==> config.mk <==
export PLATFORM = sky130hd
export DESIGN_NAME = sfp_div_stage
export DESIGN_NICKNAME = d
export VERILOG_FILES = /design/src/design/sfp_pkg.sv /design/src/design/sfp_div_stage.sv
export SDC_FILE = /design/constraint.sdc
export NUM_CORES = 1
export LEC_CHECK = 0
export ABC_AREA = 0
export BUFFER_PORTS_ARGS = -buffer_cell sky130_fd_sc_hd__clkbuf_2
export CAP_MARGIN = 20
export CORE_MARGIN = 1
export CORE_UTILIZATION = 58
export DETAILED_ROUTE_END_ITERATION = 16
export PLACE_DENSITY = 0.82
export REMOVE_ABC_BUFFERS = 1
export SLEW_MARGIN = 20
export SYNTH_ARGS = -nofsm -noshare
export SYNTH_HDL_FRONTEND = slang
export SYNTH_SLANG_ARGS = --single-unit
==> constraint.sdc <==
create_clock -name clk -period 13.2 [get_ports clk]
set_input_delay 2.64 -clock clk [delete_from_list [all_inputs] [get_ports clk]]
set_output_delay 2.64 -clock clk [all_outputs]
set_load 0.01 [all_outputs]
==> src/design/sfp_pkg.sv <==
`default_nettype none
package sfp_pkg;

  localparam int ANGLE_FRAC_BITS_DEF = 16;

  // fixed field widths
  localparam int STAR_RA_W  = 16;
  localparam int STAR_DEC_W = 16;
  localparam int MAG_W      = 8;
  localparam int PIX_W      = 14;
  localparam int COLOR_W    = 16;
  localparam int RADIUS_W   = 2;
  localparam int VIEW_W     = 12;
  localparam int FOV_W      = 25;
  localparam int CRA_W      = 25;
  localparam int CDEC_W     = 24;
  localparam int SCALE_W    = 17;
  localparam int CFG_DATA_W = 25;
  localparam int CFG_IDX_W  = 3;

  localparam logic [SCALE_W-1:0] SCALE_MIN = SCALE_W'(6554);
  localparam logic [SCALE_W-1:0] SCALE_MAX = SCALE_W'(65536);

  // viewport divide: numerator (fov +- 2*offset) * (size-3), denominator 2*fov
  localparam int QUO_W              = VIEW_W;
  localparam int DEN_W              = FOV_W + 1;
  localparam int NUM_W              = DEN_W + VIEW_W;
  localparam int DIV_BITS_PER_STAGE = 3;
  localparam int DIV_STAGES         = QUO_W / DIV_BITS_PER_STAGE;

  typedef enum logic [CFG_IDX_W-1:0] {
    CFG_VIEW_LEFT     = 3'd0,
    CFG_VIEW_TOP      = 3'd1,
    CFG_VIEW_WIDTH    = 3'd2,
    CFG_VIEW_HEIGHT   = 3'd3,
    CFG_FIELD_OF_VIEW = 3'd4,
    CFG_CENTER_RA     = 3'd5,
    CFG_CENTER_DEC    = 3'd6,
    CFG_RA_SCALE      = 3'd7
  } cfg_index_t;

  typedef struct packed {
    logic [VIEW_W-1:0]  view_left;
    logic [VIEW_W-1:0]  view_top;
    logic [VIEW_W-1:0]  view_width;
    logic [VIEW_W-1:0]  view_height;
    logic [FOV_W-1:0]   field_of_view;
    logic [CRA_W-1:0]   center_ra;
    logic [CDEC_W-1:0]  center_dec;
    logic [SCALE_W-1:0] ra_scale;
  } cfg_t;

  // one word in flight through the divider
  typedef struct packed {
    logic             valid;
    logic [NUM_W-1:0] rem_x;
    logic [NUM_W-1:0] rem_y;
    logic [QUO_W-1:0] quo_x;
    logic [QUO_W-1:0] quo_y;
    logic [MAG_W-1:0] mag;
  } div_t;

endpackage
`default_nettype wire

==> src/design/sfp_div_stage.sv <==
`default_nettype none
// Restoring divide, a few quotient bits per stage, both axes side by side.
module sfp_div_stage import sfp_pkg::*; #(
  parameter int HI_BIT = QUO_W - 1
) (
  input  wire logic             clk,
  input  wire logic             rst_n,
  input  wire logic             adv,
  input  wire logic [FOV_W-1:0] fov,
  input  wire div_t             d_in,
  output div_t                  d_out_r
);

  logic [NUM_W-1:0] den_k;
  div_t             nxt;

  always_comb begin
    nxt   = d_in;
    den_k = '0;
    for (int j = 0; j < DIV_BITS_PER_STAGE; j++) begin
      den_k = NUM_W'({fov, 1'b0}) << (HI_BIT - j);
      if (nxt.rem_x >= den_k) begin
        nxt.rem_x               = nxt.rem_x - den_k;
        nxt.quo_x[HI_BIT - j]   = 1'b1;
      end
      if (nxt.rem_y >= den_k) begin
        nxt.rem_y               = nxt.rem_y - den_k;
        nxt.quo_y[HI_BIT - j]   = 1'b1;
      end
    end
  end

  always_ff @(posedge clk) begin
    if (!rst_n) begin
      d_out_r.valid <= 1'b0;
    end else if (adv) begin
      d_out_r.valid <= nxt.valid;
    end
    if (adv) begin
      d_out_r.rem_x <= nxt.rem_x;
      d_out_r.rem_y <= nxt.rem_y;
      d_out_r.quo_x <= nxt.quo_x;
      d_out_r.quo_y <= nxt.quo_y;
      d_out_r.mag   <= nxt.mag;
    end
  end

endmodule
`default_nettype wire

Yosys cells after proc, flatten, opt, wreduce, memory -nomap -nowiden
Cells that the tools add are included.
{"block": "classes", "magnitude_cmp": 6, "n_addsub": 6, "muxes": 6}
{"cell": "2-to-1 mux 38 bit", "count": 6}
{"cell": ">= comparator 38 x 35 -> 1 bit", "count": 2}
{"cell": ">= comparator 38 x 36 -> 1 bit", "count": 2}
{"cell": ">= comparator 38 x 37 -> 1 bit", "count": 2}
{"cell": "subtractor 38 x 35 -> 38 bit", "count": 2}
{"cell": "subtractor 38 x 36 -> 38 bit", "count": 2}
{"cell": "subtractor 38 x 37 -> 38 bit", "count": 2}
{"block": "word_totals", "inputBits": 137, "register_bits": 109, "word_cells": 30}

Logic depth before layout (Yosys ltp)
{"block": "depth", "word_depth": 6, "mapped_depth": 39}

Worst setup path after synthesis
Ideal clock, no wire load.
{"block": "synth_path", "path_kind": "input to register", "from": "in fov[1]", "to": "reg d_out_r[102] in the netlist's numbering (data pin)", "stages": 35, "t_required_ns": 12.940, "setup_slack_ns": 2.727, "arrival_ns": 10.213, "n_path_buf": 5, "setup_time_ns": 0.260, "path_cell_list": "inv_1 fa_1 a211oi_2 o21ai_1 a21oi_2 o211ai_2 a211oi_2 buf_4 clkbuf_1 nor2_1 a21oi_1 inv_1 ha_1 nor2b_1 o21ai_0 nand2b_1 a311o_1 a221oi_1 a21oi_1 nor4b_1 clkbuf_1 mux2i_1 ha_1 a21o_1 a21oi_1 nor2b_1 o31ai_1 a311oi_1 a21o_1 o21a_1 o21ai_0 nand4bb_1 buf_4 buf_6 mux2_4"}
{"item": "start: declaration", "line": "sfp_div_stage.sv:9", "source": "input wire logic [FOV_W-1:0] fov,"}
{"item": "end: declaration", "line": "sfp_div_stage.sv:11", "source": "output div_t d_out_r"}

==> flow_summary.json <==
{
  "relSlewSlack_pct": 33.3,
  "synth-edff-count": 108,
  "dr.pass1.iters": 5,
  "crit_path_start_kind": "input pin",
  "netlist_area_mm2": 0.0130,
  "grt_pass1_vias": 11700,
  "syn_to_final_growth_pct": 14.1,
  "synthCells": 1514,
  "avgSynthCellArea_um2": 8.56,
  "yosys.area.top_type_share_pct": 25.0,
  "wl_per_cell_um": 19.6,
  "regMostFlops": "d_out_r",
  "status": "completed",
  "via_per_inst": 6.30,
  "fmax_mhz": 84.1,
  "synth_mux_area_share_pct": 6.14,
  "drt_iter0_drc": 1124,
  "place_hpwl_um": 32000,
  "maxCapViolations": 0,
  "hold_depth": 2,
  "clkLatencyLatePin_ns": 0.38,
  "cts_tree": "built",
  "period_needed_ns": 11.89,
  "slew_viol_final": 0,
  "final_cells": 2029,
  "clockBufferDepth": 2,
  "fp.dieW_um": 151,
  "cts-root-buf": "clkbuf_16",
  "drt-total-wl_um": 39800,
  "synth_top_family_by_area": "compound AO/OA/AOI/OAI gates",
  "end_kind": "flop",
  "place.port_buffers": 245,
  "utilization_pct": 67.5,
  "async_flop_share_pct": 0,
  "vias": 12800,
  "critPathSlowestCell": "or4b_1",
  "p_leak_nw": 6.64,
  "grt_first_pass_wirelength_um": 61100,
  "reg2reg_from": "d_out_r[108]$_SDFFE_PN0P_",
  "initial_core_util_pct": 59.2,
  "postRouteAntennaNets": 0,
  "numPlacedInstances": 2011,
  "setup_tns_ns": 0,
  "ios": 246,
  "grt_max_degree": 74,
  "hold_viol": 0,
  "final_layout_size_suffix_gt1_share_pct": 20.3,
  "irDropWorstVdd_v": 0.000143,
  "r2r_cells": 2,
  "skew_ns": 0,
  "die-area_mm2": 0.0229,
  "dieHeight_um": 151,
  "worstHoldStart": "d_out_r[108]$_SDFFE_PN0P_",
  "cts_buffers": 9,
  "cts_resized": 0,
  "synth.most_common_cell": "a21oi_1",
  "synth_simple_gate_area_share_pct": 16.8,
  "rsz0062_at_grt": "false",
  "core_area_mm2": 0.0219,
  "synth.area.top_cells": "edfxtp_1 (25%), ha_1 (14%), a21oi_1 (5.8%)",
  "synth_compound_area_share_pct": 24.1,
  "cts_sinks": 109,
  "power_density_mw_per_mm2": 195,
  "synth_cell_types": 84,
  "remaining_drc_errors": 0,
  "hold_path.class": "flop to flop",
  "synth.ff_latch_count": 109,
  "hold_buffers": 0,
  "fin_ws_ns": 1.31,
  "rrSetupSlack_ns": 12.61,
  "synth_fa_ha_area_share_pct": 15.4,
  "largest_reg_flops": 109,
  "yosys_warnings": 0,
  "finalCritPeriodShare_pct": 90.1,
  "path_clk_slew_ns": 0.09,
  "antenna_found_initial": 3,
  "track_usage_pct": 34.7,
  "yosys-top-cells-count": "a21oi_1 (151), ha_1 (150), nor2_1 (129), nand2_1 (120), edfxtp_1 (108)",
  "power_mw": 2.89,
  "worst_slew_pin_slew_ns": 0.994,
  "critPathMaxFanout": 33,
  "yosysSeqAreaShare_pct": 25.2,
  "htreeDepth": 3,
  "path_common_cell": "a21oi_1",
  "critPathMaxStageDelay_ns": 0.66,
  "synthXorXnorAreaFrac_pct": 8.72,
  "reg_top3": "d_out_r (109)",
  "final_nets": 2035,
  "pre_cts_ws_ns": 1.18,
  "place.gp.congestion": 0.996,
  "whs_endpoint": "d_out_r[108]$_SDFFE_PN0P_",
  "overflow": 0,
  "ys_dominant_reg_cell": "edfxtp_1",
  "post_cts_buffers": 0,
  "final-setup-viol-count": 0,
  "crit_arrival_ns": 12.02,
  "yosys.area.top_type": "edfxtp_1",
  "rr_endpoint": "d_out_r[108]$_SDFFE_PN0P_",
  "fp-row-count": 54,
  "worstPathRequired_ns": 13.33,
  "path_class": "input pin to flop"
}
==> worst max-delay path: cells and delay by family <==
kind	cells	cell delay (ns)
fa+ha+maj	4	1.49
simple gates	5	1.52
compound gates	19	4.82
mux	1	0.36
buf+inv	4	1.17
==> layout by cell type, fill, tap and decap left out, types with 7 or more instances in the layout <==
| cell type | netlist | final |
|---|---|---|
| buf_4 | 3 | 14 |
| clkbuf_16 | 0 | 9 |
| nor2b_1 | 18 | 18 |
| o211ai_1 | 10 | 10 |
| a211oi_1 | 19 | 19 |
| clkbuf_2 | 0 | 244 |
| nand2_1 | 120 | 120 |
| and4_1 | 7 | 7 |
| o21ai_0 | 105 | 105 |
| o21ai_1 | 9 | 9 |
| mux2_1 | 19 | 19 |
| xor2_1 | 46 | 46 |
| inv_1 | 77 | 77 |
| a31oi_1 | 17 | 17 |
| nor2_1 | 129 | 129 |
| and3_1 | 11 | 11 |
| nand4_1 | 32 | 32 |
| nand2b_1 | 18 | 18 |
| a21o_1 | 66 | 66 |
| edfxtp_1 | 108 | 108 |
| mux2_4 | 7 | 7 |
| or3_1 | 12 | 12 |
| nor3_1 | 40 | 40 |
| o21bai_1 | 15 | 15 |
| nand3_1 | 19 | 19 |
| ha_1 | 150 | 150 |
| o21a_1 | 16 | 16 |
| a21oi_1 | 151 | 151 |
| nor4_1 | 8 | 8 |
| a21oi_2 | 12 | 12 |
| mux2_2 | 37 | 37 |
| and2_1 | 8 | 8 |
| xnor2_1 | 83 | 83 |
==> logic make-up (layout without fill, tap and decap cells) <==
| kind of cell | Yosys count | in the layout |
|---|---|---|
| adders and majority gates | 156 | 156 |
| other | 0 | 2 |
| DFF | 109 | 109 |
| muxes | 69 | 69 |
| buffers and inverters | 118 | 351 |
| xor gates and xnor gates | 129 | 129 |
| AOI/OAI and AO/OA | 486 | 486 |
| and+or+nand+nor | 447 | 447 |
==> worst max-delay path by stage <==
| stage | endpoint | slack (ns) | startpoint |
|---|---|---|---|
| detailed placement | d_out_r[86]$_DFFE_PP_ | 1.18 | fov[1] |
| floorplan | d_out_r[81]$_DFFE_PP_ | 0.10 | fov[1] |
| CTS | d_out_r[86]$_DFFE_PP_ | 1.51 | fov[1] |
| global placement | d_out_r[90]$_DFFE_PP_ | 1.49 | fov[1] |
| finish | d_out_r[90]$_DFFE_PP_ | 1.31 | fov[0] |
| global route | d_out_r[88]$_DFFE_PP_ | 0.50 | fov[1] |
==> where the power goes <==
group          total [mW]  switching [mW]  internal [mW]
clock               0.299           0.160          0.139
combinational        1.99            1.12          0.873
sequential          0.600          0.0383          0.562
==> through the flow <==
stage | hold WS (ns) | cell area (um2)
2_1_floorplan | 0.538 | 12800
3_3_place_gp | 0.505 | 14500
3_5_place_dp | 0.518 | 14500
4_1_cts | 0.533 | 14800
5_1_grt | 0.557 | 14800
6_report | 0.530 | 14800
==> routing by layer <==
layer / vias up / track usage [%] / routed length (um)
met5: - / 0 / 0
met4: 0 / 15.8 / 1570
met3: 115 / 5.60 / 3740
met2: 684 / 54.1 / 17400
met1: 5849 / 47.0 / 17100
li1: 6136 / - / -
==> layout make-up <==
cell class	count	area, um2
Timing Repair Buffer	258	1330
Fill cell	1853	7110
Clock inverter	7	91.3
Clock buffer	9	225
Antenna cell	2	5.00
Sequential cell	109	3260
Inverter	77	289
Tap cell	280	350
Multi-Input combinational cell	1287	9230
Power figures use the tool's default switching activity.
