`src/design/sfp_pkg.sv`:
```
`default_nettype none
package sfp_pkg;

  localparam int ANGLE_FRAC_BITS_DEF = 16;

  // fixed field widths
  localparam int STAR_RA_W  = 16;
  localparam int STAR_DEC_W = 16;
  localparam int MAG_W      = 8;
  localparam int PIX_W      = 14;
  localparam int COLOR_W    = 16;
  localparam int RADIUS_W   = 2;
  localparam int VIEW_W     = 12;
  localparam int FOV_W      = 25;
  localparam int CRA_W      = 25;
  localparam int CDEC_W     = 24;
  localparam int SCALE_W    = 17;
  localparam int CFG_DATA_W = 25;
  localparam int CFG_IDX_W  = 3;

  localparam logic [SCALE_W-1:0] SCALE_MIN = SCALE_W'(6554);
  localparam logic [SCALE_W-1:0] SCALE_MAX = SCALE_W'(65536);

  // viewport divide: numerator (fov +- 2*offset) * (size-3), denominator 2*fov
  localparam int QUO_W              = VIEW_W;
  localparam int DEN_W              = FOV_W + 1;
  localparam int NUM_W              = DEN_W + VIEW_W;
  localparam int DIV_BITS_PER_STAGE = 3;
  localparam int DIV_STAGES         = QUO_W / DIV_BITS_PER_STAGE;

  typedef enum logic [CFG_IDX_W-1:0] {
    CFG_VIEW_LEFT     = 3'd0,
    CFG_VIEW_TOP      = 3'd1,
    CFG_VIEW_WIDTH    = 3'd2,
    CFG_VIEW_HEIGHT   = 3'd3,
    CFG_FIELD_OF_VIEW = 3'd4,
    CFG_CENTER_RA     = 3'd5,
    CFG_CENTER_DEC    = 3'd6,
    CFG_RA_SCALE      = 3'd7
  } cfg_index_t;

  typedef struct packed {
    logic [VIEW_W-1:0]  view_left;
    logic [VIEW_W-1:0]  view_top;
    logic [VIEW_W-1:0]  view_width;
    logic [VIEW_W-1:0]  view_height;
    logic [FOV_W-1:0]   field_of_view;
    logic [CRA_W-1:0]   center_ra;
    logic [CDEC_W-1:0]  center_dec;
    logic [SCALE_W-1:0] ra_scale;
  } cfg_t;

  // one word in flight through the divider
  typedef struct packed {
    logic             valid;
    logic [NUM_W-1:0] rem_x;
    logic [NUM_W-1:0] rem_y;
    logic [QUO_W-1:0] quo_x;
    logic [QUO_W-1:0] quo_y;
    logic [MAG_W-1:0] mag;
  } div_t;

endpackage
`default_nettype wire

```
`src/design/sfp_project.sv`:
```
`default_nettype none
// Four stages: wrap, RA scaling, rounding with field test, viewport scaling.
module sfp_project import sfp_pkg::*; #(
  parameter int ANGLE_FRAC_BITS = ANGLE_FRAC_BITS_DEF
) (
  input  wire logic                         clk,
  input  wire logic                         rst_n,
  input  wire logic                         adv,
  input  wire logic                         in_valid,
  input  wire logic signed [ANGLE_FRAC_BITS+9:0] dp,
  input  wire logic                         neg_d,
  input  wire logic signed [ANGLE_FRAC_BITS+8:0] ddec,
  input  wire logic [MAG_W-1:0]             mag,
  input  wire cfg_t                         cfg,
  output div_t                              out_r
);

  localparam int F     = ANGLE_FRAC_BITS;
  localparam int DP_W  = F + 10;
  localparam int DD_W  = F + 9;
  localparam int WM_W  = F + 8;
  localparam int PR_W  = F + 25;
  localparam int VW    = ((F + 9 > FOV_W) ? F + 9 : FOV_W) + 1;
  localparam int NX_W  = ((DD_W + 1 > FOV_W + 1) ? DD_W + 1 : FOV_W + 1) + 1;
  localparam logic signed [DP_W-1:0] HALF = DP_W'(longint'(180) << F);
  localparam logic signed [DP_W-1:0] FULL = DP_W'(longint'(360) << F);

  // stage 3: wrap into +-180 degrees
  logic signed [DP_W-1:0] w;
  logic [WM_W-1:0]        wmag;
  logic                   v3_r;
  logic                   wneg3_r;
  logic [WM_W-1:0]        wmag3_r;
  logic signed [DD_W-1:0] ddec3_r;
  logic [MAG_W-1:0]       mag3_r;

  always_comb begin
    if (dp > HALF)                       w = dp - FULL;
    else if (dp < -HALF)                 w = dp + FULL;
    else if (dp == HALF || dp == -HALF)  w = neg_d ? -HALF : HALF;
    else                                 w = dp;
    wmag = WM_W'(w[DP_W-1] ? -w : w);
  end

  always_ff @(posedge clk) begin
    if (!rst_n) begin
      v3_r <= 1'b0;
    end else if (adv) begin
      v3_r <= in_valid;
    end
    if (adv) begin
      wneg3_r <= w[DP_W-1];
      wmag3_r <= wmag;
      ddec3_r <= ddec;
      mag3_r  <= mag;
    end
  end

  // stage 4: scale multiply, declination field test
  logic [SCALE_W-1:0]     sc;
  logic [WM_W-1:0]        dabs;
  logic                   v4_r;
  logic                   wneg4_r;
  logic [PR_W-1:0]        prod4_r;
  logic signed [DD_W-1:0] ddec4_r;
  logic                   decvis4_r;
  logic [MAG_W-1:0]       mag4_r;

  always_comb begin
    if (cfg.ra_scale < SCALE_MIN)      sc = SCALE_MIN;
    else if (cfg.ra_scale > SCALE_MAX) sc = SCALE_MAX;
    else                               sc = cfg.ra_scale;
    dabs = WM_W'(ddec3_r[DD_W-1] ? -ddec3_r : ddec3_r);
  end

  always_ff @(posedge clk) begin
    if (!rst_n) begin
      v4_r <= 1'b0;
    end else if (adv) begin
      v4_r <= v3_r;
    end
    if (adv) begin
      wneg4_r   <= wneg3_r;
      prod4_r   <= PR_W'(wmag3_r) * PR_W'(sc);
      ddec4_r   <= ddec3_r;
      decvis4_r <= VW'({dabs, 1'b0}) <= VW'(cfg.field_of_view);
      mag4_r    <= mag3_r;
    end
  end

  // stage 5: round, RA field test, numerators
  logic [PR_W:0]          rs;
  logic [WM_W-1:0]        rmag;
  logic signed [DD_W-1:0] dra;
  logic signed [NX_W-1:0] fov_s;
  logic signed [NX_W-1:0] nx;
  logic signed [NX_W-1:0] ny;
  logic                   enabled;
  logic                   keep;
  logic                   v5_r;
  logic [DEN_W-1:0]       nx5_r;
  logic [DEN_W-1:0]       ny5_r;
  logic [MAG_W-1:0]       mag5_r;

  always_comb begin
    rs      = (PR_W+1)'(prod4_r) + (PR_W+1)'(32768);
    rmag    = WM_W'(rs >> 16);
    dra     = wneg4_r ? -$signed({1'b0, rmag}) : $signed({1'b0, rmag});
    fov_s   = $signed(NX_W'(cfg.field_of_view));
    nx      = (NX_W'(dra) <<< 1) + fov_s;
    ny      = fov_s - (NX_W'(ddec4_r) <<< 1);
    enabled = (cfg.view_width > VIEW_W'(2)) && (cfg.view_height > VIEW_W'(2))
              && (cfg.field_of_view != '0);
    keep    = v4_r && enabled && decvis4_r
              && (VW'({rmag, 1'b0}) <= VW'(cfg.field_of_view));
  end

  always_ff @(posedge clk) begin
    if (!rst_n) begin
      v5_r <= 1'b0;
    end else if (adv) begin
      v5_r <= keep;
    end
    if (adv) begin
      nx5_r  <= DEN_W'(nx);
      ny5_r  <= DEN_W'(ny);
      mag5_r <= mag4_r;
    end
  end

  // stage 6: times (size - 3)
  always_ff @(posedge clk) begin
    if (!rst_n) begin
      out_r.valid <= 1'b0;
    end else if (adv) begin
      out_r.valid <= v5_r;
    end
    if (adv) begin
      out_r.rem_x <= NUM_W'(nx5_r) * NUM_W'(cfg.view_width - VIEW_W'(3));
      out_r.rem_y <= NUM_W'(ny5_r) * NUM_W'(cfg.view_height - VIEW_W'(3));
      out_r.quo_x <= '0;
      out_r.quo_y <= '0;
      out_r.mag   <= mag5_r;
    end
  end

endmodule
`default_nettype wire

```
`config.mk`:
```
export PLATFORM = sky130hd
export DESIGN_NAME = sfp_project
export DESIGN_NICKNAME = d
export VERILOG_FILES = /design/src/design/sfp_pkg.sv /design/src/design/sfp_project.sv
export SDC_FILE = /design/constraint.sdc
export NUM_CORES = 2
export LEC_CHECK = 0
export BUFFER_PORTS_ARGS = -buffer_cell sky130_fd_sc_hd__clkbuf_2
export CORE_MARGIN = 2
export CORE_UTILIZATION = 23
export CTS_CLUSTER_DIAMETER = 100
export DETAILED_ROUTE_END_ITERATION = 7
export SLEW_MARGIN = 15
export SYNTH_ARGS = -nofsm -noshare
export SYNTH_HDL_FRONTEND = slang
export SYNTH_SLANG_ARGS = --single-unit
```
`constraint.sdc`:
```
create_clock -name clk -period 14.52 [get_ports clk]
set_input_delay 3.63 -clock clk [delete_from_list [all_inputs] [get_ports clk]]
set_output_delay 3.63 -clock clk [all_outputs]
set_load 0.02 [all_outputs]
```
======== Word level (Yosys, flattened, before mapping) ========
Cells that the tools add are included.
cells by class
  $add $sub $neg .......................... 10
  $mul .................................... 3
  magnitude comparators ................... 8
  equality and inequality tests ........... 2
  muxes and demuxes ....................... 9
  reductions and logical operators ........ 7
operators by type and width
  cell                                                          count
  two-way mux 26 bit                                            4
  multiplier 27 x 13 -> 38 bit                                  2
  == test 26 x 25 -> 1 bit, second input constant               2
  <= comparator 25 bit                                          2
  two-way mux 24 bit                                            2
  negation 24 bit                                               2
  adder 40 x 16 -> 40 bit, second input constant                1
  multiplier 24 x 17 -> 40 bit                                  1
  two-way mux 17 bit                                            2
  adder 26 bit                                                  1
  adder 26 bit, second input constant                           1
  > comparator 26 x 25 -> 1 bit, second input constant          1
  less-than comparator 26 x 25 -> 1 bit, second input constant  1
  subtractor 12 x 2 -> 13 bit, second input constant            2
  subtractor 26 bit                                             1
  subtractor 26 bit, second input constant                      1
  two-way mux 25 bit                                            1
  negation 24 -> 25 bit                                         1
  nonzero test 25 bit                                           1
  > comparator 12 x 2 -> 1 bit, second input constant           2
  > comparator 17 bit, second input constant                    1
  less-than comparator 17 x 13 -> 1 bit, second input constant  1
  logical AND 1 bit                                             5
  logical OR 1 bit                                              1
storage, ports and cells
  register bits ........................... 281
  output and inout port bits .............. 109
  word-level logic and storage cells ...... 58

======== Longest topological paths before layout ========
  depth in word-level cells ............... 7
  depth in mapped cells ................... 31

======== Worst setup path before layout ========
No wires, ideal clock.
  path kind ............................... in2reg
  from .................................... input port cfg[91] in the netlist's numbering
  to ...................................... register out_r[67] in the netlist's numbering (data pin)
  arrival ................................. 10.566 ns
  required time ........................... 14.254 ns
  setup slack ............................. 3.688 ns
  cell stages on the path ................. 28
  buffers on the path ..................... 2
  cell sequence ........................... clkbuf_1 > a2111oi_0 > nand2b_1 > nor3_1 > xor2_1 > clkbuf_1 > nand2_1 > fa_1 > fa_1 > inv_1 > fa_1 > inv_1 > fa_1 > inv_1 > fa_1 > inv_1 > fa_1 > inv_1 > ha_1 > a21o_1 > a21oi_1 > o21ai_0 > o21ai_0 > o31ai_1 > o41ai_1 > o21bai_1 > o41ai_1 > xnor2_1
on the way
  cells in the longest elaborated chain, start to end .. 2
RTL lines
  item                          line                source
  from (decl)                   sfp_project.sv:14   input wire cfg_t cfg,
  subtractor 12 x 2 -> 13 bit   sfp_project.sv:140  out_r.rem_y <= NUM_W'(ny5_r) * NUM_W'(cfg.view_height - VIEW_W'(3));
  multiplier 27 x 13 -> 38 bit  sfp_project.sv:140
  to (decl)                     sfp_project.sv:15   output div_t out_r
Every way passes these cells.
A chain may end at the register's enable or synchronous reset.

======== Worst setup path in the final report ========
  from .................................... input port cfg[16] in the netlist's numbering
  to ...................................... register prod4_r[33] (data pin)
on the way
  cells in the longest elaborated chain, start to end .. 4
  elaborated cells between the ends (all ways) .. 5
  classes of those cells .................. mul: 1; order compare: 2; mux: 2
RTL lines
  item                              line               source
  > comparator 17 bit               sfp_project.sv:71  else if (cfg.ra_scale > SCALE_MAX) sc = SCALE_MAX;
  two-way mux 17 bit                sfp_project.sv:71
  two-way mux 17 bit (*)            sfp_project.sv:70  if (cfg.ra_scale < SCALE_MIN) sc = SCALE_MIN;
  multiplier 24 x 17 -> 40 bit (*)  sfp_project.sv:84  prod4_r <= PR_W'(wmag3_r) * PR_W'(sc);
  to (signal assigned)              sfp_project.sv:84
  to (decl)                         sfp_project.sv:64  logic [PR_W-1:0] prod4_r;
Mark *: on every way between the ends. The rest lies on a longest branch, timed or not.

==> results.txt <==
slowest stage delay, CP -> 0.64 ns
synthesis warning total -> 0
top_reg_cell synth -> edfxtp_1
total number of H-tree levels -> 2
number of global-route vias before repair -> 37300
fraction of layout cells with a size suffix above 1 -> 7.90%
Max Cap Viol -> 0
antenna-violating nets left -> 0
R2R Setup Slk -> 6.94 ns
WL/cell -> 16.0 um
total core area -> 209000 um^2
first-pass GRT wire length -> 206 mm
CTS root buffer -> clkbuf_16
register area -> 7920 um^2
Syn Inst Count -> 5049
Setup Skew -> 0.0413 ns
Pins Over Slew Limit -> 0
die area -> 214000 um^2
total CTS buffers -> 34
unrepaired setup endpoints after global routing -> no
CP startpoint -> cfg[16]
Starting Density -> 23.1%
vias after detailed routing -> 34900
Req. time, crit path -> 14.93 ns
Synth Area per Inst -> 9.57 um^2
Hold WC Path Type -> reg -> reg
Layout area overhead -> 11.0%
CTS tree -> done
clock sink count -> 265
worst reg2reg path startpoint -> wmag3_r[12]$_DFFE_PP_
hold_buf cts -> 0
min-delay src -> mag4_r[3]$_DFFE_PP_
fillers -> 22400
Worst-Skew Late Latency -> 0.62 ns
vias per cell -> 4.37
DR pass1 iterations -> 6
Clk pin slew, worst setup/hold paths -> 0.06 ns
CTS max path bufs -> 3
synthesized cell area -> 48300 um^2
final WL -> 128 mm
Post-synth EDFFs -> 261
Worst-Margin Slew -> 1.16 ns
Tmin final -> 12.07 ns
setup TNS -> 0 ns
CP startpoint kind -> primary input
Critical R2R Capture -> prod4_r[33]$_DFFE_PP_
pin count of the biggest net entering global routing -> 79
Final setup viols -> 0
WHS Endpoint -> mag5_r[3]$_DFFE_PP_
CP max-delay cell -> clkbuf_2
fmax -> 82.9 MHz
max_slew headroom -> 22.7%
worst hold path stage count -> 0
Async SR Flop Fraction -> 0%
Port Buffers -> 214
sequential area share after synthesis -> 16.4%
area of the multi-input gates -> 36000 um^2
CP Capture Type -> register
post_cts resized -> 0
critical path peak fanout -> 39
CP arrival -> 12.48 ns
Final Hold Viols -> 0
antenna violations before repair -> 15
GP Congestion -> 0.848
Synth cell types -> 85
setup bufs post-CTS -> 0
final net count -> 6638
die height -> 462 um
detailed placement HPWL -> 101 mm
detailed-route DRC error count -> 0
Std-Cell Rows -> 168
number of synthesized register bits -> 265
critical path class -> in -> reg
crit share post-route -> 83.1%
Initial DRC Count -> 2097
total grt overflow -> 0
outcome -> completed
die width -> 462 um
# IOs -> 312
GRT Util Overall -> 12.0%
cell depth of the worst flop-to-flop path -> 21
## cells by family (layout without fill, tap and decap cells)
family,count (synthesis),count (layout),share of synthesized area [%]
muxes,5,5,0.109
other,1,34,0.00776
adders and majority gates,1295,1295,46.8
buffers and inverters,1207,1301,9.63
and+or+nand+nor,1563,1563,16.2
DFF,265,265,16.4
AOI/OAI and AO/OA,474,474,6.52
xor gates and xnor gates,239,239,4.33
## cells in the final DEF (no fill, tap or decap), drive strengths merged, types with 37 or more instances in the layout
cell	instances
inv	995
fa	856
nand2	660
ha	439
edfxtp	261
clkbuf	249
nor2b	209
and2	193
xnor2	183
a21oi	119
nor2	108
nand2b	86
o21ai	86
a21o	81
and3	59
or2	58
xor2	56
nor3	46
nand3	43
buf	37
## routing by layer
layer	routed length [um]	global-route usage, %
met5	87	0
met4	3700	3.49
met3	8370	2.24
met2	62300	20.8
met1	53400	15.2
## Yosys cell counts, drive strengths merged (9+ instances only)
cell type | count | area, um^2
nor2 | 108 | 408
o31ai | 30 | 225
buf | 37 | 263
a21o | 81 | 611
o21ai | 86 | 430
o21bai | 16 | 120
nand3 | 43 | 215
nand2 | 660 | 2480
nand4 | 28 | 175
clkbuf | 181 | 679
and3 | 59 | 369
o41ai | 13 | 121
nand2b | 86 | 538
and2 | 193 | 1210
fa | 856 | 17100
or3 | 25 | 158
nor2b | 209 | 1310
a21oi | 119 | 599
or2 | 58 | 363
edfxtp | 261 | 7840
nor3 | 46 | 235
o21a | 35 | 263
inv | 989 | 3710
xnor2 | 183 | 1600
xor2 | 56 | 490
nor4 | 17 | 121
ha | 439 | 5490
a31oi | 21 | 131
a211oi | 9 | 67.6
## per-stage QoR
stage	worst slack, ns	cell area (um^2)	util, %	cells	hold slack [ns]
finish	2.45	53700	25.6	7981	0.416
global route	1.93	53700	25.6	7980	0.427
CTS	2.43	53600	25.6	7971	0.417
detailed placement	1.83	52500	25.1	7909	0.405
global placement	1.88	52500	25.1	7909	0.401
floorplan	3.69	48400	-	5072	0.400
## worst max path at each step
stage | to | slack (ns) | cells after the start
after floorplan | out_r[67]$_DFFE_PP_ | 3.69 | 28
after global placement | out_r[67]$_DFFE_PP_ | 1.88 | 29
after detailed placement | out_r[67]$_DFFE_PP_ | 1.83 | 29
after CTS | out_r[67]$_DFFE_PP_ | 2.43 | 29
after global routing | out_r[67]$_DFFE_PP_ | 1.93 | 29
final | prod4_r[33]$_DFFE_PP_ | 2.45 | 31
## critical path: cells and delay by family
family	cells	cell delay, ns
AND/OR/NAND/NOR	6	1.65
AO/OA/AOI/OAI	9	1.84
buffers and inverters	9	1.80
adder cells (fa/ha/maj)	7	3.50
## sequential cells by signal, indices dropped and copies added, names as in the netlist
name	count
out_r	85
nx5_r	26
ddec3_r	25
ddec4_r	25
ny5_r	25
prod4_r	25
wmag3_r	24
mag3_r	8
mag4_r	8
mag5_r	8
decvis4_r	1
v3_r	1
v4_r	1
v5_r	1
wneg3_r	1
wneg4_r	1
## area by class of cell
cell class / instances / share of cell area [%]
Tap cell: 2805 / 6.54
Clock buffer: 36 / 1.64
Inverter: 989 / 6.92
Clock inverter: 26 / 0.434
Multi-Input combinational cell: 3600 / 67.2
Sequential cell: 265 / 14.8
Antenna cell: 10 / 0.0466
Timing Repair Buffer: 250 / 2.52
Power is left out: the tool's default activity adds up to more than one toggle a clock period on the data nets, which glitch-free logic cannot reach.
