`src/design/sfp_pkg.sv`:
```
`default_nettype none
package sfp_pkg;

  localparam int ANGLE_FRAC_BITS_DEF = 16;

  // fixed field widths
  localparam int STAR_RA_W  = 16;
  localparam int STAR_DEC_W = 16;
  localparam int MAG_W      = 8;
  localparam int PIX_W      = 14;
  localparam int COLOR_W    = 16;
  localparam int RADIUS_W   = 2;
  localparam int VIEW_W     = 12;
  localparam int FOV_W      = 25;
  localparam int CRA_W      = 25;
  localparam int CDEC_W     = 24;
  localparam int SCALE_W    = 17;
  localparam int CFG_DATA_W = 25;
  localparam int CFG_IDX_W  = 3;

  localparam logic [SCALE_W-1:0] SCALE_MIN = SCALE_W'(6554);
  localparam logic [SCALE_W-1:0] SCALE_MAX = SCALE_W'(65536);

  // viewport divide: numerator (fov +- 2*offset) * (size-3), denominator 2*fov
  localparam int QUO_W              = VIEW_W;
  localparam int DEN_W              = FOV_W + 1;
  localparam int NUM_W              = DEN_W + VIEW_W;
  localparam int DIV_BITS_PER_STAGE = 3;
  localparam int DIV_STAGES         = QUO_W / DIV_BITS_PER_STAGE;

  typedef enum logic [CFG_IDX_W-1:0] {
    CFG_VIEW_LEFT     = 3'd0,
    CFG_VIEW_TOP      = 3'd1,
    CFG_VIEW_WIDTH    = 3'd2,
    CFG_VIEW_HEIGHT   = 3'd3,
    CFG_FIELD_OF_VIEW = 3'd4,
    CFG_CENTER_RA     = 3'd5,
    CFG_CENTER_DEC    = 3'd6,
    CFG_RA_SCALE      = 3'd7
  } cfg_index_t;

  typedef struct packed {
    logic [VIEW_W-1:0]  view_left;
    logic [VIEW_W-1:0]  view_top;
    logic [VIEW_W-1:0]  view_width;
    logic [VIEW_W-1:0]  view_height;
    logic [FOV_W-1:0]   field_of_view;
    logic [CRA_W-1:0]   center_ra;
    logic [CDEC_W-1:0]  center_dec;
    logic [SCALE_W-1:0] ra_scale;
  } cfg_t;

  // one word in flight through the divider
  typedef struct packed {
    logic             valid;
    logic [NUM_W-1:0] rem_x;
    logic [NUM_W-1:0] rem_y;
    logic [QUO_W-1:0] quo_x;
    logic [QUO_W-1:0] quo_y;
    logic [MAG_W-1:0] mag;
  } div_t;

endpackage
`default_nettype wire

```
`src/design/sfp_convert.sv`:
```
`default_nettype none
// Two stages: raw star angles to fixed-point degrees, centre RA reduced mod 360,
// raw RA offset and declination offset formed.
module sfp_convert import sfp_pkg::*; #(
  parameter int ANGLE_FRAC_BITS = ANGLE_FRAC_BITS_DEF
) (
  input  wire logic                       clk,
  input  wire logic                       rst_n,
  input  wire logic                       adv,
  input  wire logic                       in_valid,
  input  wire logic [STAR_RA_W-1:0]       star_ra,
  input  wire logic [STAR_DEC_W-1:0]      star_dec,
  input  wire logic [MAG_W-1:0]           mag,
  input  wire cfg_t                       cfg,
  output logic                            valid_r,
  output logic signed [ANGLE_FRAC_BITS+9:0] dp_r,
  output logic                            neg_d_r,
  output logic signed [ANGLE_FRAC_BITS+8:0] ddec_r,
  output logic [MAG_W-1:0]                mag_r
);

  localparam int F        = ANGLE_FRAC_BITS;
  localparam int RAA_W    = F + 9;
  localparam int RAN_W    = F + 26;
  localparam int DECM_W   = F + 7;
  localparam int DECN_W   = F + 23;
  localparam int HI_W     = CRA_W - F;
  localparam int RR_W     = HI_W + 10;
  localparam int RECIP_W  = 24;
  localparam int RECIP_SH = 32;
  localparam logic [RECIP_W-1:0] RECIP = RECIP_W'(11930464); // floor(2^32/360)
  localparam int CMP_W    = (CRA_W > RAA_W) ? CRA_W : RAA_W;
  localparam int CL_W     = ((CDEC_W > F + 8) ? CDEC_W : F + 8) + 1;

  // n / 65535 by folding 16-bit digits, then one correction
  function automatic logic [RAA_W-1:0] div_65535(input logic [RAN_W-1:0] n);
    logic [RAN_W-1:0] q;
    logic [RAN_W-1:0] r;
    q = '0;
    r = n;
    for (int i = 0; i < 4; i++) begin
      q = q + (r >> 16);
      r = (r >> 16) + RAN_W'(r[15:0]);
    end
    if (r >= RAN_W'(65535)) q = q + RAN_W'(1);
    return q[RAA_W-1:0];
  endfunction

  function automatic logic [DECM_W-1:0] div_32767(input logic [DECN_W-1:0] n);
    logic [DECN_W-1:0] q;
    logic [DECN_W-1:0] r;
    q = '0;
    r = n;
    for (int i = 0; i < 4; i++) begin
      q = q + (r >> 15);
      r = (r >> 15) + DECN_W'(r[14:0]);
    end
    if (r >= DECN_W'(32767)) q = q + DECN_W'(1);
    return q[DECM_W-1:0];
  endfunction

  // stage 1
  logic [24:0]                 ra_prod;
  logic [RAN_W-1:0]            ra_num;
  logic [STAR_DEC_W-1:0]       dec_abs;
  logic [21:0]                 dec_prod;
  logic [DECN_W-1:0]           dec_num;
  logic [DECM_W-1:0]           dec_mag;
  logic signed [F+7:0]         deca_nxt;
  logic [HI_W+RECIP_W-1:0]     hi_prod;
  logic [HI_W-1:0]             hi;

  logic                        v1_r;
  logic [RAA_W-1:0]            ra_a_r;
  logic signed [F+7:0]         deca_r;
  logic [HI_W-1:0]             qh_r;
  logic [MAG_W-1:0]            mag1_r;

  always_comb begin
    ra_prod  = 25'(star_ra) * 25'(360);
    ra_num   = RAN_W'({ra_prod, {F{1'b0}}}) + RAN_W'(32767);
    dec_abs  = star_dec[STAR_DEC_W-1] ? STAR_DEC_W'(-star_dec) : star_dec;
    dec_prod = 22'(dec_abs) * 22'(90);
    dec_num  = DECN_W'({dec_prod, {F{1'b0}}}) + DECN_W'(16383);
    dec_mag  = div_32767(dec_num);
    deca_nxt = star_dec[STAR_DEC_W-1] ? -$signed({1'b0, dec_mag}) : $signed({1'b0, dec_mag});
    hi       = cfg.center_ra[CRA_W-1:F];
    hi_prod  = (HI_W+RECIP_W)'(hi) * (HI_W+RECIP_W)'(RECIP);
  end

  always_ff @(posedge clk) begin
    if (!rst_n) begin
      v1_r <= 1'b0;
    end else if (adv) begin
      v1_r <= in_valid;
    end
    if (adv) begin
      ra_a_r <= div_65535(ra_num);
      deca_r <= deca_nxt;
      qh_r   <= HI_W'(hi_prod >> RECIP_SH);
      mag1_r <= mag;
    end
  end

  // stage 2
  logic [RR_W-1:0]             rr0;
  logic [RR_W-1:0]             rr;
  logic [RAA_W-1:0]            c_mod;
  logic signed [CL_W-1:0]      cd;
  logic signed [CL_W-1:0]      lim;
  logic signed [CL_W-1:0]      cd_cl;
  logic signed [F+7:0]         cdc;

  always_comb begin
    rr0   = RR_W'(hi) - RR_W'(qh_r) * RR_W'(360);
    rr    = (rr0 >= RR_W'(360)) ? rr0 - RR_W'(360) : rr0;
    c_mod = {rr[8:0], cfg.center_ra[F-1:0]};
    cd    = CL_W'($signed(cfg.center_dec));
    lim   = CL_W'(longint'(90) << F);
    if (cd > lim)       cd_cl = lim;
    else if (cd < -lim) cd_cl = -lim;
    else                cd_cl = cd;
    cdc   = (F+8)'(cd_cl);
  end

  always_ff @(posedge clk) begin
    if (!rst_n) begin
      valid_r <= 1'b0;
    end else if (adv) begin
      valid_r <= v1_r;
    end
    if (adv) begin
      dp_r    <= $signed({1'b0, ra_a_r}) - $signed({1'b0, c_mod});
      neg_d_r <= CMP_W'(cfg.center_ra) > CMP_W'(ra_a_r);
      ddec_r  <= (F+9)'(deca_r) - (F+9)'(cdc);
      mag_r   <= mag1_r;
    end
  end

endmodule
`default_nettype wire

```
`config.mk`:
```
export PLATFORM = sky130hd
export DESIGN_NAME = sfp_convert
export DESIGN_NICKNAME = d
export VERILOG_FILES = /design/src/design/sfp_pkg.sv /design/src/design/sfp_convert.sv
export SDC_FILE = /design/constraint.sdc
export NUM_CORES = 1
export LEC_CHECK = 0
export BUFFER_PORTS_ARGS = -buffer_cell sky130_fd_sc_hd__buf_4
export CORE_MARGIN = 4
export CORE_UTILIZATION = 55
export CTS_BUF_LIST = sky130_fd_sc_hd__clkbuf_8
export CTS_CLUSTER_DIAMETER = 40
export CTS_CLUSTER_SIZE = 12
export DETAILED_ROUTE_END_ITERATION = 8
export PLACE_DENSITY = 0.77
export SYNTH_ARGS = -nofsm -noshare
export SYNTH_HDL_FRONTEND = slang
export SYNTH_SLANG_ARGS = --single-unit
export TNS_END_PERCENT = 1
```
`constraint.sdc`:
```
create_clock -name clk -period 26.4 [get_ports clk]
set_input_delay 3.96 -clock clk [delete_from_list [all_inputs] [get_ports clk]]
set_output_delay 3.96 -clock clk [all_outputs]
set_load 0.005 [all_outputs]
```
Word-level counts from Yosys, hierarchy flattened --
Index checks and enable logic that the tools add are counted.
Word-level totals: bits in registers 120, bits in latches 0, memory bits (writable) 0, memory bits (read-only) 0, bits of input ports 183, output and inout bits 61, logic and storage cells 52, memories kept 0
Cells by class: add/sub/neg operators 24, $mul 4, divide/modulo/power cells 0, order comparisons 6, eq/ne operators 0, shift-type cells 0, mux-type cells 7, bitwise gates (word level) 0, reductions and logical operators 0
Operators with widths (number):
- 25-bit by 1-bit adder with 25-bit output | 2
- 24-bit 2-to-1 mux | 2
- 23-bit by 1-bit adder with 23-bit output | 2
- 23-bit 2-to-1 mux | 2
- 41-bit by 15-bit adder with 42-bit output (second input constant) | 1
- 38-bit by 14-bit adder with 39-bit output (second input constant) | 1
- 1-bit by 16-bit adder with 17-bit output | 2
- 1-bit by 15-bit adder with 16-bit output | 2
- 9-bit by 19-bit multiplier with 28-bit output (second input constant) | 1
- 26-bit by 16-bit adder with 27-bit output | 1
- 25-bit by 25-bit subtractor with 26-bit output | 1
- 24-bit by 15-bit adder with 25-bit output | 1
- 25-bit by 1-bit adder with 25-bit output (second input constant) | 1
- 25-bit by 11-bit adder with 25-bit output | 1
- 25-bit greater-than comparator | 1
- 25-bit 2-to-1 mux | 1
- 24-bit by 24-bit subtractor with 25-bit output | 1
- 24-bit greater-than comparator (second input constant) | 1
- 24-bit less-than comparator (second input constant) | 1
- 23-bit negator with 24-bit output | 1
- 23-bit by 1-bit adder with 23-bit output (second input constant) | 1
- 23-bit by 10-bit adder with 23-bit output | 1
- 16-bit by 6-bit multiplier with 22-bit output (second input constant) | 1
- 16-bit by 6-bit multiplier with 21-bit output (second input constant) | 1
- 11 further kinds | 11

Longest topological paths before layout --
depth in word-level cells 12, mapped depth 58, gate-level depth less buffers 54

Worst setup path before layout --
No wires, ideal clock.
path kind input to register, from input port star_dec[0], to register deca_r[16], data pin, library setup time 0.266 ns, arrival 15.175 ns, data required time 26.134 ns, setup slack 10.959 ns, cell stages on the path 55, path buffers 4, path through inv_1 nand2_1 or4_1 or3_1 or3_1 nand2_1 xor2_1 inv_1 ha_1 xnor2_1 xnor2_1 fa_1 inv_1 ha_1 clkbuf_1 nand2_1 nor4_1 or4_1 [19 not listed] inv_1 nand3b_1 or3_1 a31oi_1 nand4b_1 a211o_1 a2111oi_1 buf_4 buf_2 xnor2_1 inv_1 ha_1 inv_1 nor4_1 o21a_1 o22a_1 a41oi_1 xor2_1
On the way: longest elaborated chain between the ends 12, elaborated cells between the ends (all ways) 16, classes of those cells add/sub: 11; mul: 1; order compare: 1; mux: 3
RTL lines:
- from (decl) | line sfp_convert.sv:12 | input wire logic [STAR_DEC_W-1:0] star_dec,
- 16-bit negator | line sfp_convert.sv:82 | dec_abs = star_dec[STAR_DEC_W-1] ? STAR_DEC_W'(-star_dec) : star_dec;
- 16-bit 2-to-1 mux * | line sfp_convert.sv:82
- 16-bit by 6-bit multiplier with 21-bit output * | line sfp_convert.sv:83 | dec_prod = 22'(dec_abs) * 22'(90);
- 38-bit by 14-bit adder with 39-bit output * | line sfp_convert.sv:84 | dec_num = DECN_W'({dec_prod, {F{1'b0}}}) + DECN_W'(16383);
- 24-bit by 15-bit adder with 25-bit output * | line sfp_convert.sv:56 | r = (r >> 15) + DECN_W'(r[14:0]);
- 23-bit by 10-bit adder with 23-bit output / 10-bit by 15-bit adder with 16-bit output (equally long branches) | line sfp_convert.sv:55, sfp_convert.sv:56
- 23-bit by 1-bit adder with 23-bit output / 1-bit by 15-bit adder with 16-bit output (equally long branches) (2 in series) | line sfp_convert.sv:55, sfp_convert.sv:56
- 23-bit by 1-bit adder with 23-bit output / 16-bit by 15-bit >= comparator with 1-bit output (equally long branches) | line sfp_convert.sv:58 | if (r >= DECN_W'(32767)) q = q + DECN_W'(1);
- 23-bit 2-to-1 mux * | line sfp_convert.sv:58
- named net dec_mag[0] | line sfp_convert.sv:68 | logic [DECM_W-1:0] dec_mag;
- 23-bit negator with 24-bit output * | line sfp_convert.sv:86 | deca_nxt = star_dec[STAR_DEC_W-1] ? -$signed({1'b0, dec_mag}) : $signed({1'b0, dec_mag});
- 23-bit 2-to-1 mux * | line sfp_convert.sv:86
- named net deca_nxt[16] | line sfp_convert.sv:69 | logic signed [F+7:0] deca_nxt;
- to (signal assigned) | line sfp_convert.sv:99 | deca_r <= deca_nxt;
- to (decl) | line sfp_convert.sv:75 | logic signed [F+7:0] deca_r;
Mark *: on every way through the listed nets, which the timed path passes. The rest lies on a longest branch. A chain may end at the register's enable or synchronous reset.

Worst setup path in the final report --
from input port star_dec[0], to register deca_r[16], data pin
On the way: longest elaborated chain between the ends 12, elaborated cells between the ends (all ways) 16, classes of those cells add/sub: 11; mul: 1; order compare: 1; mux: 3
RTL lines (line):
- 16-bit negator | sfp_convert.sv:82
- 16-bit 2-to-1 mux * | sfp_convert.sv:82
- 16-bit by 6-bit multiplier with 21-bit output * | sfp_convert.sv:83
- 38-bit by 14-bit adder with 39-bit output * | sfp_convert.sv:84
- 24-bit by 15-bit adder with 25-bit output | sfp_convert.sv:56
- 23-bit by 10-bit adder with 23-bit output / 10-bit by 15-bit adder with 16-bit output (equally long branches) | sfp_convert.sv:55, sfp_convert.sv:56
- 23-bit by 1-bit adder with 23-bit output / 1-bit by 15-bit adder with 16-bit output (equally long branches) (2 in series) | sfp_convert.sv:55, sfp_convert.sv:56
- 23-bit by 1-bit adder with 23-bit output / 16-bit by 15-bit >= comparator with 1-bit output (equally long branches) | sfp_convert.sv:58
- 23-bit 2-to-1 mux * | sfp_convert.sv:58
- 23-bit negator with 24-bit output | sfp_convert.sv:86
- 23-bit 2-to-1 mux * | sfp_convert.sv:86
- named net deca_nxt[16] | sfp_convert.sv:69
Marks and branches as above.

==> impl_results.md <==
* First-pass GRT wire length at 72440 um
* Hold-fix buffers, CTS at 0
* Number of global-route vias before repair at 15471
* Die area at 36040 sq um
* Synth Cell Area at 18190 sq um
* Most common cell in the netlist: inv_1
* Area contributors post-synth: edfxtp_1 19%, ha_1 18%, fa_1 7.9%, xnor2_1 7.0%, inv_1 6.2%
* Top FF cell, synth: edfxtp_1
* Synth top area share at 0.1948
* Clock Latency Late Sink at 0.45 ns
* Grt ovf at 0
* Initial drt markers at 1155
* Row Count at 66
* Worst Setup Slack, final at 9.148 ns
* Post-synth EDFFs at 118
* Worst clock skew at 0.01660 ns
* Worst EP required at 26.58 ns
* Syn avg cell area at 8.530 sq um
* Die height at 189.8 um
* #FFs+latches synth at 120
* DR vias/cell at 5.790
* Synth warnings at 0
* Synth area leader: edfxtp_1
* Synth Area in XOR/XNOR at 0.1072
* Max Slew Vio Count at 0
* Initial antenna violation count at 0
* Max Root-Sink Buffers at 2
* Ant. Diodes at 0
* Unrepaired setup endpoints after global routing: false
* Worst slew pin tran at 1.137 ns
* Post-Place Worst Slack at 8.947 ns
* Die W at 189.8 um
* Main combinational cell family by area after synthesis: adder cells
* Drt total wl at 43540 um
* Slowest CP cell: nor4b_1
* PortBufs at 153
* Share of layout cells above drive strength 1 at 0.09734
* Area growth syn-to-layout at 11.16%
* Slowest stage delay, CP at 0.80 ns
* CP Class: input pin to register
* TritonCTS clock tree: built
* Post-synthesis simple-gate area fraction at 0.1776
* Post-synthesis compound-gate area fraction at 0.1833
* WP data arrival at 17.43 ns
* Num ports at 244
* Cell count after synthesis at 2132
* Total CTS buffers at 17
* Adder-cell area share of the yosys netlist at 0.2574
* H-tree levels at 4
* CP Launch Type: input pin
* Final setup TNS at 0 ns
* Initial Utilization at 0.5575
* Final nets at 2792
* Asr flop ratio synth at 0
* Failing checks: DRC
* Core area at 32620 sq um
* Fmax at 0.05796 GHz
* GRT Total Usage at 0.2369
* Max_slew headroom at 0.2365
* Register area share after synthesis at 0.1970
* Post-CTS Setup Inserts at 0
* Multiplexer area fraction after synthesis at 0.008806
* Crit. End Element: register
* Avg WL per Cell at 15.93 um
* Period utilization at 0.6535
* Final ANT Viol Nets at 0
* CTS resizes at 0
* Vias post-DR at 15825
* Final Instance Area at 20220 sq um
* Number of max-cap violations at 0
* CTS Sinks at 120
* Initial DRT Pass Iterations at 8
* Status: finished, violations left
* Final hold vios at 0
* Crit Path Max Fanout at 13
* Clk root buf: clkbuf_8
* Final Setup Violations at 0
* Commonest cells in the netlist: 298 x inv_1, 259 x ha_1, 156 x nor2_1
* GPL Wtd Cong at 0.9314
* Worst min path class: register to register
* Largest net degree at the start of global routing at 77
* Hpwl dp at 36500 um
* Min Tclk post-route at 17.25 ns
* Dpl cell area at 19800 sq um
* DR DRC count at 2
* Clock Pin Slew Worst Setup and Hold Paths at 0.07 ns
* Count of cell types in the netlist at 91
* Fillers at 2775
* Post-Syn Nets at 2646
## final timing paths
path | startpoint | end | slack, ns | cells after the start
worst max register to register | ra_a_r[0]$_DFFE_PP_ | dp_r[24]$_DFFE_PP_ | 21.74 | 19
worst min register to register | mag1_r[6]$_DFFE_PP_ | mag_r[6]$_DFFE_PP_ | 0.42 | 0
worst min-delay path | mag1_r[6]$_DFFE_PP_ | mag_r[6]$_DFFE_PP_ | 0.42 | 0
worst max-delay path | star_dec[0] | deca_r[16]$_DFFE_PP_ | 9.15 | 50
## registers in the layout (all words and copies together) (netlist names)
name	cells
mag_r	8
ra_a_r	25
valid_r	1
neg_d_r	1
ddec_r	25
deca_r	24
mag1_r	8
v1_r	1
qh_r	1
dp_r	26
## placed cells by master (no fill, tap or decap), types with 17 or more instances in the layout
master    count
xnor2_1     145
or3_1        22
clkbuf_8     17
nor2_1      156
a21oi_1      87
a21o_1       34
nor4_1       19
inv_1       300
ha_1        259
a21boi_0     28
nand3_1      55
nor3_1       58
fa_1         72
nand4_1      18
nand2b_1     26
a31oi_1      20
buf_4       158
and2_1       20
edfxtp_1    118
o21a_1       41
a211oi_1     26
nand2_1     144
xor2_1       75
and3_1       38
nor2b_1      27
o21ai_0      90
## routing by layer
layer / up-vias / global-route usage / share of wire
met5: - / 0 / 0
met4: 0 / 0.06372 / 0.019
met3: 63 / 0.02789 / 0.055
met2: 469 / 0.3945 / 0.46
met1: 7438 / 0.3288 / 0.47
li1: 7855 / - / -
## layout make-up
class / count / area, sq um / share of cell area
clock buffers: 17 / 234.0 / 0.01157
clock inverters: 15 / 177.7 / 0.008789
flip-flops and latches: 120 / 3583 / 0.1773
multi-input cells: 1682 / 13360 / 0.6608
inverters: 299 / 1122 / 0.05552
repair buffers: 158 / 1186 / 0.05867
well taps: 442 / 553.0 / 0.02736
## worst max-delay path: cells and delay by family
family,cells,cell delay (ns)
buf+inv,7,0.86
fa+ha+maj,8,3.08
xor+xnor,2,0.43
compound gates,8,2.17
mux,1,0.30
simple gates,24,6.60
## cells by family (layout without fill, tap and decap cells)
family / count (synthesis) / count (layout)
xor+xnor: 221 / 221
buf+inv: 330 / 489
simple gates: 640 / 640
mux: 15 / 15
flops: 120 / 120
fa+ha+maj: 331 / 331
compound gates: 475 / 475
## through the flow
step                utilization  cells  hold slack, ns
floorplan                     -   2132          0.4003
global placement         0.6071   2701          0.4033
detailed placement       0.6071   2701          0.4167
CTS                      0.6198   2733          0.4251
global route             0.6198   2733          0.4287
finish                   0.6198   2733          0.4231
Power is not shown: default switching activity piles up to over one toggle a cycle in this logic, so the estimate is an artifact.
